### config.mk
export PLATFORM = sky130hd
export DESIGN_NAME = round_robin_scheduler_sim_top
export DESIGN_NICKNAME = d
export VERILOG_FILES = /design/src/design/rrs_pkg.sv /design/src/design/rrs_ram.sv /design/src/design/rrs_pick.sv /design/src/design/round_robin_scheduler_sim_top.sv
export SDC_FILE = /design/constraint.sdc
export NUM_CORES = 1
export LEC_CHECK = 0
export ABC_AREA = 1
export CAP_MARGIN = 10
export CORE_ASPECT_RATIO = 1.1
export CORE_MARGIN = 2
export CORE_UTILIZATION = 25
export CTS_CLUSTER_DIAMETER = 60
export DETAILED_ROUTE_END_ITERATION = 8
export DONT_BUFFER_PORTS = 1
export GPL_TIMING_DRIVEN = 0
export PLACE_DENSITY = 0.37
export SYNTH_ARGS = -nofsm -noshare
export SYNTH_HDL_FRONTEND = slang
export SYNTH_SLANG_ARGS = --single-unit
### constraint.sdc
create_clock -name clock -period 12.6 [get_ports clock]
set_input_delay 1.89 -clock clock [delete_from_list [all_inputs] [get_ports clock]]
set_output_delay 1.89 -clock clock [all_outputs]
set_load 0.02 [all_outputs]
### src/design/rrs_pkg.sv
// shared constants, types and codes of the round-robin scheduler
package rrs_pkg;

   // table size and stored time width
   localparam int MAX_JOBS   = 16;
   localparam int TIME_BITS  = 16;
   localparam int IDX_BITS   = (MAX_JOBS > 1) ? $clog2(MAX_JOBS) : 1;
   localparam int COUNT_BITS = $clog2(MAX_JOBS + 1);

   // fixed field widths
   localparam int SLICE_BITS = 16;
   localparam int CLOCK_BITS = 20;
   localparam int TOTAL_BITS = 24;
   localparam int ID_BITS    = 5;

   typedef logic [TIME_BITS-1:0]  time_type;
   typedef logic [IDX_BITS-1:0]   idx_type;
   typedef logic [COUNT_BITS-1:0] count_type;
   typedef logic [MAX_JOBS-1:0]   mask_type;
   typedef logic [SLICE_BITS-1:0] slice_type;
   typedef logic [CLOCK_BITS-1:0] clock_type;
   typedef logic [TOTAL_BITS-1:0] total_type;
   typedef logic [ID_BITS-1:0]    id_type;

   // request kinds
   localparam logic REQ_LOAD = 1'b0;
   localparam logic REQ_RUN  = 1'b1;

   // result status codes
   localparam logic [1:0] STATUS_OK      = 2'd0;
   localparam logic [1:0] STATUS_FULL    = 2'd1;
   localparam logic [1:0] STATUS_NOTHING = 2'd2;

   // request payload
   typedef struct packed {
      logic        req_type;
      logic [15:0] job_burst;
   } req_item_type;

   // result payload
   typedef struct packed {
      logic        slice_valid;
      id_type      job_id;
      slice_type   slice_length;
      logic        job_done;
      clock_type   done_time;
      clock_type   wait_time;
      clock_type   clock_now;
      logic        all_finished;
      total_type   sum_wait;
      total_type   sum_done;
      logic [1:0]  status;
   } rsp_item_type;

   // outcome of the rotating priority search
   typedef struct packed {
      logic    found;
      idx_type idx;
   } pick_type;

endpackage

### src/design/rrs_ram.sv
// generic single-write, single-read synchronous ram with registered read data
module rrs_ram #(
   parameter int WIDTH = 16,
   parameter int DEPTH = 16,
   parameter int ADDR_BITS = (DEPTH > 1) ? $clog2(DEPTH) : 1
) (
   input  logic                 clock,
   input  logic                 wr_en,
   input  logic [ADDR_BITS-1:0] wr_addr,
   input  logic [WIDTH-1:0]     wr_data,
   input  logic                 rd_en,
   input  logic [ADDR_BITS-1:0] rd_addr,
   output logic [WIDTH-1:0]     rd_data
);

   logic [WIDTH-1:0] mem [DEPTH];
   logic [WIDTH-1:0] rd_data_ff;

   // write port
   always_ff @(posedge clock) begin
      if (wr_en) begin
         mem[wr_addr] <= wr_data;
      end
   end

   // read port, data held until the next read
   always_ff @(posedge clock) begin
      if (rd_en) begin
         rd_data_ff <= mem[rd_addr];
      end
   end

   assign rd_data = rd_data_ff;

endmodule

### src/design/rrs_pick.sv
// rotating priority search for the next pending job at or after the cursor
module rrs_pick (
   input  rrs_pkg::mask_type pending,
   input  rrs_pkg::idx_type  cursor,
   output rrs_pkg::pick_type pick
);

   logic [2*rrs_pkg::MAX_JOBS-1:0] doubled;
   rrs_pkg::mask_type              rotated;
   rrs_pkg::idx_type               pos;
   logic [rrs_pkg::IDX_BITS:0]     sum;

   // rotate so the cursor lands on bit zero
   assign doubled = {pending, pending} >> cursor;
   assign rotated = doubled[rrs_pkg::MAX_JOBS-1:0];

   // lowest set bit of the rotated mask
   always_comb begin
      pos = '0;
      for (int i = rrs_pkg::MAX_JOBS - 1; i >= 0; i--) begin
         if (rotated[i]) begin
            pos = rrs_pkg::idx_type'(i);
         end
      end
   end

   // undo the rotation, wrapping at the table size
   always_comb begin
      sum = {1'b0, cursor} + {1'b0, pos};
      if (sum >= (rrs_pkg::IDX_BITS+1)'(rrs_pkg::MAX_JOBS)) begin
         sum = sum - (rrs_pkg::IDX_BITS+1)'(rrs_pkg::MAX_JOBS);
      end
      pick.found = |pending;
      pick.idx   = sum[rrs_pkg::IDX_BITS-1:0];
   end

endmodule

### src/design/round_robin_scheduler_sim_top.sv
// top level of the round-robin time-slice scheduler
//
// Requests enter on req_item when start is high and busy is low. A load
// request appends a burst time to the job table; a run request grants one
// time slice to the next unfinished job after the one served last.
// Every request gives exactly one result on rsp_item, marked by rsp_valid
// for a single cycle; the receiver cannot stall, so results never wait.
// Sequence: a load, a refused load and a run with nothing pending show
// their result in the cycle after acceptance, and busy stays low. A granted
// run picks its job and reads the remaining-time and burst memories in the
// accept cycle, updates the remaining time and clock in ST_READ, and sums
// the totals in ST_FINISH, which registers its result; busy is high through
// ST_READ and ST_FINISH. Loads sustain one per cycle while no run is in
// flight; no new request is taken during a granted run, as busy covers the
// read-modify-write of the remaining-time memory and the totals update.
// The quantum register sits at byte address 0 of the APB port (reset 1, a
// value of 0 acts as 1); write it only while no request is in flight.
// Synchronous reset empties the table and clears the clock and totals; the
// memories need no clearing since only loaded entries are read.
module round_robin_scheduler_sim_top (
   input  logic                  clock,
   input  logic                  reset,
   // request channel
   input  logic                  start,
   output logic                  busy,
   input  rrs_pkg::req_item_type req_item,
   // result channel
   output logic                  rsp_valid,
   output rrs_pkg::rsp_item_type rsp_item,
   // configuration port
   input  logic                  psel,
   input  logic                  penable,
   input  logic                  pwrite,
   input  logic [2:0]            paddr,
   input  logic [31:0]           pwdata,
   output logic [31:0]           prdata,
   output logic                  pready
);

   localparam logic [1:0] ST_IDLE   = 2'd0;
   localparam logic [1:0] ST_READ   = 2'd1;
   localparam logic [1:0] ST_FINISH = 2'd2;

   localparam logic [32:0] TIME_LIMIT = (33'd1 << rrs_pkg::TIME_BITS) - 33'd1;
   localparam logic [rrs_pkg::CLOCK_BITS:0] CLOCK_LIMIT =
      {1'b0, {rrs_pkg::CLOCK_BITS{1'b1}}};
   localparam logic [rrs_pkg::TOTAL_BITS:0] TOTAL_LIMIT =
      {1'b0, {rrs_pkg::TOTAL_BITS{1'b1}}};

   // control state
   logic [1:0]            state_ff, state_in;
   rrs_pkg::count_type    job_count_ff, job_count_in;
   rrs_pkg::count_type    fin_count_ff, fin_count_in;
   rrs_pkg::mask_type     flags_ff, flags_in;
   rrs_pkg::idx_type      cursor_ff, cursor_in;
   rrs_pkg::clock_type    clock_ff, clock_in;
   rrs_pkg::total_type    wait_total_ff, wait_total_in;
   rrs_pkg::total_type    done_total_ff, done_total_in;
   rrs_pkg::slice_type    quantum_ff, quantum_in;
   logic                  rsp_valid_ff, rsp_valid_in;

   // payload state
   rrs_pkg::idx_type      idx_ff, idx_in;
   rrs_pkg::slice_type    run_ff, run_in;
   logic                  done_ff, done_in;
   rrs_pkg::rsp_item_type rsp_item_ff, rsp_item_in;

   logic                  accept;
   logic                  is_run;
   logic                  full;
   logic                  load_ok;
   rrs_pkg::idx_type      slot;
   rrs_pkg::mask_type     loaded;
   rrs_pkg::mask_type     pending;
   rrs_pkg::pick_type     pick;
   logic [32:0]           burst_wide;
   rrs_pkg::time_type     burst_sat;
   rrs_pkg::time_type     burst_rd;
   rrs_pkg::time_type     rem_rd;
   rrs_pkg::time_type     rem_new;
   logic                  rem_wr_en;
   rrs_pkg::idx_type      rem_wr_addr;
   rrs_pkg::time_type     rem_wr_data;
   logic                  rd_en;
   rrs_pkg::slice_type    q_eff;
   rrs_pkg::slice_type    run_calc;
   logic [rrs_pkg::CLOCK_BITS:0] clock_sum;
   rrs_pkg::clock_type    wait_calc;
   logic [rrs_pkg::TOTAL_BITS:0] wait_sum;
   logic [rrs_pkg::TOTAL_BITS:0] done_sum;
   logic                  cfg_write;

   // handshake
   assign busy    = (state_ff != ST_IDLE);
   assign accept  = start & ~busy;
   assign is_run  = (req_item.req_type == rrs_pkg::REQ_RUN);
   assign full    = (job_count_ff == rrs_pkg::count_type'(rrs_pkg::MAX_JOBS));
   assign load_ok = accept & ~is_run & ~full;
   assign slot    = job_count_ff[rrs_pkg::IDX_BITS-1:0];

   // pending mask: loaded and not finished
   always_comb begin
      for (int i = 0; i < rrs_pkg::MAX_JOBS; i++) begin
         loaded[i] = (rrs_pkg::count_type'(i) < job_count_ff);
      end
   end
   assign pending = loaded & ~flags_ff;

   rrs_pick u_pick (
      .pending (pending),
      .cursor  (cursor_ff),
      .pick    (pick)
   );

   // burst saturated to the stored width
   assign burst_wide = {17'd0, req_item.job_burst};
   assign burst_sat  = (burst_wide > TIME_LIMIT) ? rrs_pkg::time_type'(TIME_LIMIT)
                                                 : rrs_pkg::time_type'(burst_wide);

   // memory ports
   assign rd_en       = accept & is_run & pick.found;
   assign rem_wr_en   = load_ok | (state_ff == ST_READ);
   assign rem_wr_addr = load_ok ? slot : idx_ff;
   assign rem_wr_data = load_ok ? burst_sat : rem_new;

   rrs_ram #(
      .WIDTH (rrs_pkg::TIME_BITS),
      .DEPTH (rrs_pkg::MAX_JOBS)
   ) u_burst_ram (
      .clock   (clock),
      .wr_en   (load_ok),
      .wr_addr (slot),
      .wr_data (burst_sat),
      .rd_en   (rd_en),
      .rd_addr (pick.idx),
      .rd_data (burst_rd)
   );

   rrs_ram #(
      .WIDTH (rrs_pkg::TIME_BITS),
      .DEPTH (rrs_pkg::MAX_JOBS)
   ) u_remaining_ram (
      .clock   (clock),
      .wr_en   (rem_wr_en),
      .wr_addr (rem_wr_addr),
      .wr_data (rem_wr_data),
      .rd_en   (rd_en),
      .rd_addr (pick.idx),
      .rd_data (rem_rd)
   );

   // slice length and new remaining time
   assign q_eff    = (quantum_ff == '0) ? rrs_pkg::slice_type'(1) : quantum_ff;
   assign run_calc = ({17'd0, rem_rd} <= {17'd0, q_eff}) ? rrs_pkg::slice_type'(rem_rd)
                                                         : q_eff;
   assign rem_new  = rem_rd - rrs_pkg::time_type'(run_calc);
   assign clock_sum = {1'b0, clock_ff} + (rrs_pkg::CLOCK_BITS+1)'(run_calc);

   // waiting time and running totals
   always_comb begin
      if ({13'd0, clock_ff} >= {1'b0, 32'(burst_rd)}) begin
         wait_calc = rrs_pkg::clock_type'({13'd0, clock_ff} - {1'b0, 32'(burst_rd)});
      end else begin
         wait_calc = '0;
      end
   end
   assign wait_sum = {1'b0, wait_total_ff} + (rrs_pkg::TOTAL_BITS+1)'(wait_calc);
   assign done_sum = {1'b0, done_total_ff} + (rrs_pkg::TOTAL_BITS+1)'(clock_ff);

   // sequencer and state update
   always_comb begin
      state_in      = state_ff;
      job_count_in  = job_count_ff;
      fin_count_in  = fin_count_ff;
      flags_in      = flags_ff;
      cursor_in     = cursor_ff;
      clock_in      = clock_ff;
      wait_total_in = wait_total_ff;
      done_total_in = done_total_ff;
      idx_in        = idx_ff;
      run_in        = run_ff;
      done_in       = done_ff;
      rsp_valid_in  = 1'b0;
      rsp_item_in   = '0;
      case (state_ff)
         ST_IDLE: begin
            if (accept) begin
               if (!is_run) begin
                  rsp_valid_in = 1'b1;
                  if (full) begin
                     rsp_item_in.status = rrs_pkg::STATUS_FULL;
                  end else begin
                     flags_in[slot]      = 1'b0;
                     job_count_in        = job_count_ff + 1'b1;
                     rsp_item_in.job_id  = rrs_pkg::id_type'(job_count_in);
                     rsp_item_in.status  = rrs_pkg::STATUS_OK;
                  end
               end else if (!pick.found) begin
                  rsp_valid_in       = 1'b1;
                  rsp_item_in.status = rrs_pkg::STATUS_NOTHING;
               end else begin
                  idx_in   = pick.idx;
                  state_in = ST_READ;
               end
            end
         end
         ST_READ: begin
            run_in   = run_calc;
            done_in  = (rem_new == '0);
            clock_in = (clock_sum > CLOCK_LIMIT) ? rrs_pkg::clock_type'(CLOCK_LIMIT)
                                                 : rrs_pkg::clock_type'(clock_sum);
            if (idx_ff == rrs_pkg::idx_type'(rrs_pkg::MAX_JOBS - 1)) begin
               cursor_in = '0;
            end else begin
               cursor_in = idx_ff + 1'b1;
            end
            state_in = ST_FINISH;
         end
         ST_FINISH: begin
            rsp_valid_in             = 1'b1;
            rsp_item_in.slice_valid  = 1'b1;
            rsp_item_in.job_id       =
               rrs_pkg::id_type'(rrs_pkg::count_type'(idx_ff) + 1'b1);
            rsp_item_in.slice_length = run_ff;
            rsp_item_in.status       = rrs_pkg::STATUS_OK;
            if (done_ff) begin
               flags_in[idx_ff]      = 1'b1;
               fin_count_in          = fin_count_ff + 1'b1;
               wait_total_in = (wait_sum > TOTAL_LIMIT) ? rrs_pkg::total_type'(TOTAL_LIMIT)
                                                        : rrs_pkg::total_type'(wait_sum);
               done_total_in = (done_sum > TOTAL_LIMIT) ? rrs_pkg::total_type'(TOTAL_LIMIT)
                                                        : rrs_pkg::total_type'(done_sum);
               rsp_item_in.job_done  = 1'b1;
               rsp_item_in.done_time = clock_ff;
               rsp_item_in.wait_time = wait_calc;
            end
            state_in = ST_IDLE;
         end
         default: begin
            state_in = ST_IDLE;
         end
      endcase
      // fields common to every result
      rsp_item_in.clock_now    = clock_in;
      rsp_item_in.all_finished = (fin_count_in == job_count_in);
      rsp_item_in.sum_wait     = wait_total_in;
      rsp_item_in.sum_done     = done_total_in;
   end

   // configuration write and read back
   assign cfg_write  = psel & penable & pwrite & pready;
   assign quantum_in = (cfg_write && !paddr[2]) ? pwdata[15:0] : quantum_ff;
   assign prdata     = paddr[2] ? 32'd0 : {16'd0, quantum_ff};
   assign pready     = 1'b1;

   // control registers
   always_ff @(posedge clock) begin
      if (reset) begin
         state_ff      <= ST_IDLE;
         job_count_ff  <= '0;
         fin_count_ff  <= '0;
         flags_ff      <= '0;
         cursor_ff     <= '0;
         clock_ff      <= '0;
         wait_total_ff <= '0;
         done_total_ff <= '0;
         quantum_ff    <= rrs_pkg::slice_type'(1);
         rsp_valid_ff  <= 1'b0;
      end else begin
         state_ff      <= state_in;
         job_count_ff  <= job_count_in;
         fin_count_ff  <= fin_count_in;
         flags_ff      <= flags_in;
         cursor_ff     <= cursor_in;
         clock_ff      <= clock_in;
         wait_total_ff <= wait_total_in;
         done_total_ff <= done_total_in;
         quantum_ff    <= quantum_in;
         rsp_valid_ff  <= rsp_valid_in;
      end
   end

   // payload registers
   always_ff @(posedge clock) begin
      idx_ff      <= idx_in;
      run_ff      <= run_in;
      done_ff     <= done_in;
      rsp_item_ff <= rsp_item_in;
   end

   assign rsp_valid = rsp_valid_ff;
   assign rsp_item  = rsp_item_ff;

   // a load request is answered in the next cycle
   assert property (@(posedge clock) disable iff (reset)
      (accept && !is_run) |=> rsp_valid)
      else $error("load request not answered in the next cycle");

   // a granted run walks read then finish
   assert property (@(posedge clock) disable iff (reset)
      (state_ff == ST_READ) |=> (state_ff == ST_FINISH))
      else $error("run sequence skipped its finish step");

   // finish flags agree with the finished count
   assert property (@(posedge clock) disable iff (reset)
      $countones(flags_ff) == 32'(fin_count_ff))
      else $error("finish flags disagree with finished count");

   // table never overfills and never finishes more than it holds
   assert property (@(posedge clock) disable iff (reset)
      (job_count_ff <= rrs_pkg::count_type'(rrs_pkg::MAX_JOBS))
      && (fin_count_ff <= job_count_ff))
      else $error("job or finished count out of range");

   // no result is issued from the read step of a granted run
   assert property (@(posedge clock) disable iff (reset)
      (state_ff == ST_READ) |-> !rsp_valid_in)
      else $error("result issued in the middle of a run");

endmodule

==> metrics.md <==
| Metric | Value |
|---|---|
| Cts repair resizes | `0` |
| CTS tree | `yes` |
| Vias per cell | `~4.6` |
| Port bufs | `0` |
| Setup-failing EPs final | `0` |
| Place WS | `approximately 5.4 ns` |
| Ys flop type | `edfxtp_1` |
| CP Max Fanout | `10` |
| Routed Antenna Nets | `0` |
| Synth warnings | `0` |
| Fmax | `141 MHz` |
| Overflow after GRT | `0` |
| Clock sinks | `a little over 800` |
| Most frequent cell after synthesis | `nand2_1` |
| Largest net degree at the start of global routing | `30` |
| Power Dens Cells | `224 mW/mm2` |
| Critical Path AT | `approximately 7.7 ns` |
| # rows | `~150` |
| Core area | `~0.14 mm2` |
| Antenna violations before repair | `3` |
| ANT cells | `0` |
| Post-synth top cells | `677 x nand2_1, 565 x edfxtp_1, 364 x nor2_1` |
| Syn Area/Cell | `about 10 um2` |
| Reg clk slew, reported paths | `roughly 0.06 ns` |
| Critical Path Most Common Cell | `nand2_1` |
| Hold_buf cts | `0` |
| # Post-CTS Setup Buffers | `0` |
| Final layout net count | `~3,900` |
| Post-synth ARST share | `0%` |
| Starting Density | `25.2%` |
| Largest stage delay, worst path | `0.65 ns` |
| Seq cells post-synth | `816` |
| Worst Setup Start Kind | `flop` |
| Unique masters post-synth | `56` |
| Die area | `0.148 mm2` |
| First-pass DRT Iterations | `5` |
| Clock Skews | `0.0296 ns` |
| Maximum root-to-sink buffer count | `3` |
| Overall routing resource usage | `around 17%` |
| Number of synthesized flops with an enable pin | `approximately 570` |
| Syn-to-layout area delta | `18.3%` |
| First-pass GRT wire length | `between 150,000 and 200,000 um` |
| Worst-Margin Slew | `1.09 ns` |
| Slew headroom | `26.5%` |
| P_leak | `between 15 and 20 nW` |
| Min-Delay Path Class | `reg -> reg` |
| WL/cell | `23.0 um` |
| DR DRC count | `0` |
| Slowest stage cell, crit path | `o41ai_1` |
| Status | `complete, no violations` |
| Tmin final | `roughly 7.1 ns` |
| Slew Limit Fails | `0` |
| RD Place Congestion | `0.873` |
| Critical Path End Type | `flop` |
| Max Cap Viol | `0` |
| Die X | `between 300 and 400 um` |
| Leading post-synthesis cells by cell area | `edfxtp_1 47%, dfxtp_1 14%, nand2_1 7.0%` |
| Vias in the first global route | `about 26,000` |
| Vert. Die Dim | `403 um` |
| Peak VDD IR | `107 uV` |
| Register area | `about 0.022 mm2` |
| Setup tns final | `0 ns` |
| Share of cells above drive strength 1 | `approximately 8.7%` |
| Multi-input logic area | `between 0.01 and 0.015 mm2` |
| Count of final hold-check violations | `0` |
| Synth area leader | `edfxtp_1` |
| Seq/Total Area, Yosys | `roughly three fifths` |
| Top-area cell type share of the netlist area | `between 40 and 50%` |
| Worst setup margin | `~5.5 ns` |
| Fillers | `between 15,000 and 20,000` |
| Clk Latency, worst-skew pair | `between 0.7 and 0.8 ns` |
| CTS buffer count | `100` |
| Period Utilization, post-route | `a little under three fifths` |
| Mapped Cells | `3,543` |
| Routed Wire Length | `131,000 um` |
| DR vias | `around 26,000` |
| Root buf cell | `clkbuf_16` |
| H-tree depth | `3` |
| Num ports | `approximately 230` |
| Syn Std Cell Area | `between 0.03 and 0.04 mm2` |
| Worst EP required | `13.20 ns` |
| Finished Core Util | `29.8%` |
| Setup CP Type | `reg -> reg` |
| RSZ-0062 raised after global routing | `false` |
| HPWL Detailed | `approximately 100,000 um` |
| DRT iter0 DRCs | `between 1,500 and 2,000` |
layout make-up:
type	count	share of cell area, %
Clock buffer	124	6.34
Sequential cell	816	51.3
Buffer	185	1.95
Tap cell	1924	5.61
Multi-Input combinational cell	2256	29.1
Clock inverter	62	1.75
Inverter	301	2.65
Timing Repair Buffer	34	1.31
registers in the layout (all words and copies together) (netlist names):
name,count
job_count_ff,5
run_ff,16
u_remaining_ram.rd_data,16
done_ff,1
clock_ff,20
u_remaining_ram.mem,256
fin_count_ff,5
state_ff,2
rsp_valid,1
wait_total_ff,24
u_burst_ram.rd_data,16
rsp_item,134
done_total_ff,24
flags_ff,16
quantum_ff,16
u_burst_ram.mem,256
cursor_ff,4
idx_ff,4
power breakdown:
part           internal [mW]  switching [mW]
registers               3.27          0.0841
logic                  0.856            2.37
clock network           1.77            1.26
total                   5.90            3.72
cells in the final DEF, fill, tap and decap left out, types with 17 or more instances in the layout:
master / count
nand2_1: 677
edfxtp_1: 565
nor2_1: 331
inv_1: 290
o21ai_0: 254
dfxtp_1: 251
a21oi_1: 182
clkbuf_1: 155
nand3_1: 141
ha_1: 117
clkbuf_16: 104
o22ai_1: 74
a32o_1: 64
xor2_1: 53
o211ai_1: 40
xnor2_1: 33
nor2_2: 32
o211ai_2: 29
buf_4: 28
nor3_1: 24
nand4_1: 22
buf_8: 18
o21ai_1: 17
conb_1: 17
critical path, delay by kind of cell, from the launching register on:
family | cells | cell delay, ns
DFF | 1 | 0.30
and+or+nand+nor | 16 | 1.80
AOI/OAI and AO/OA | 9 | 2.54
buffers and inverters | 6 | 1.67
adders and majority gates | 2 | 0.62
cell families (layout without fill, tap and decap cells):
group / Yosys count / count (layout) / synth area share [%]
AND/OR/NAND/NOR: 1283 / 1283 / 14.5
other: 2 / 17 / 0.0207
flip-flops: 816 / 816 / 60.7
XOR/XNOR: 86 / 86 / 2.08
multiplexers: 1 / 1 / 0.0276
AO/OA/AOI/OAI: 746 / 746 / 12.9
adder cells (fa/ha/maj): 123 / 123 / 4.37
buffers and inverters: 486 / 706 / 5.43
metrics by stage:
step	hold WS [ns]	area (um2)	total power, mW	instances
finish	0.479	42900	9.61	5702
global route	0.489	42900	10.1	5702
CTS	0.478	42900	9.74	5702
detailed placement	0.461	39400	6.67	5516
global placement	0.452	38700	6.64	5482
floorplan	0.439	36300	5.24	3558
layer usage:
metal | vias to the layer above | global-route usage [%] | routed length, um
met1 | 12600 | 22.7 | 58700
met5 | - | 0 | 0
met3 | 158 | 2.81 | 6270
li1 | 12600 | - | -
met2 | 629 | 29.7 | 63200
met4 | 0 | 5.13 | 3250
path summary, 6_finish.rpt:
| check | start | end | slack (ns) | depth (start not counted) |
|---|---|---|---|---|
| max | quantum_ff[4] | clock_ff[6] | 5.50 | 33 |
| min | run_ff[0] | rsp_item[112] | 0.48 | 2 |
| max reg2reg | quantum_ff[4] | clock_ff[6] | 5.50 | 33 |
| min reg2reg | run_ff[0] | rsp_item[112] | 0.48 | 2 |
No activity file was read; power rests on OpenSTA's default activity.
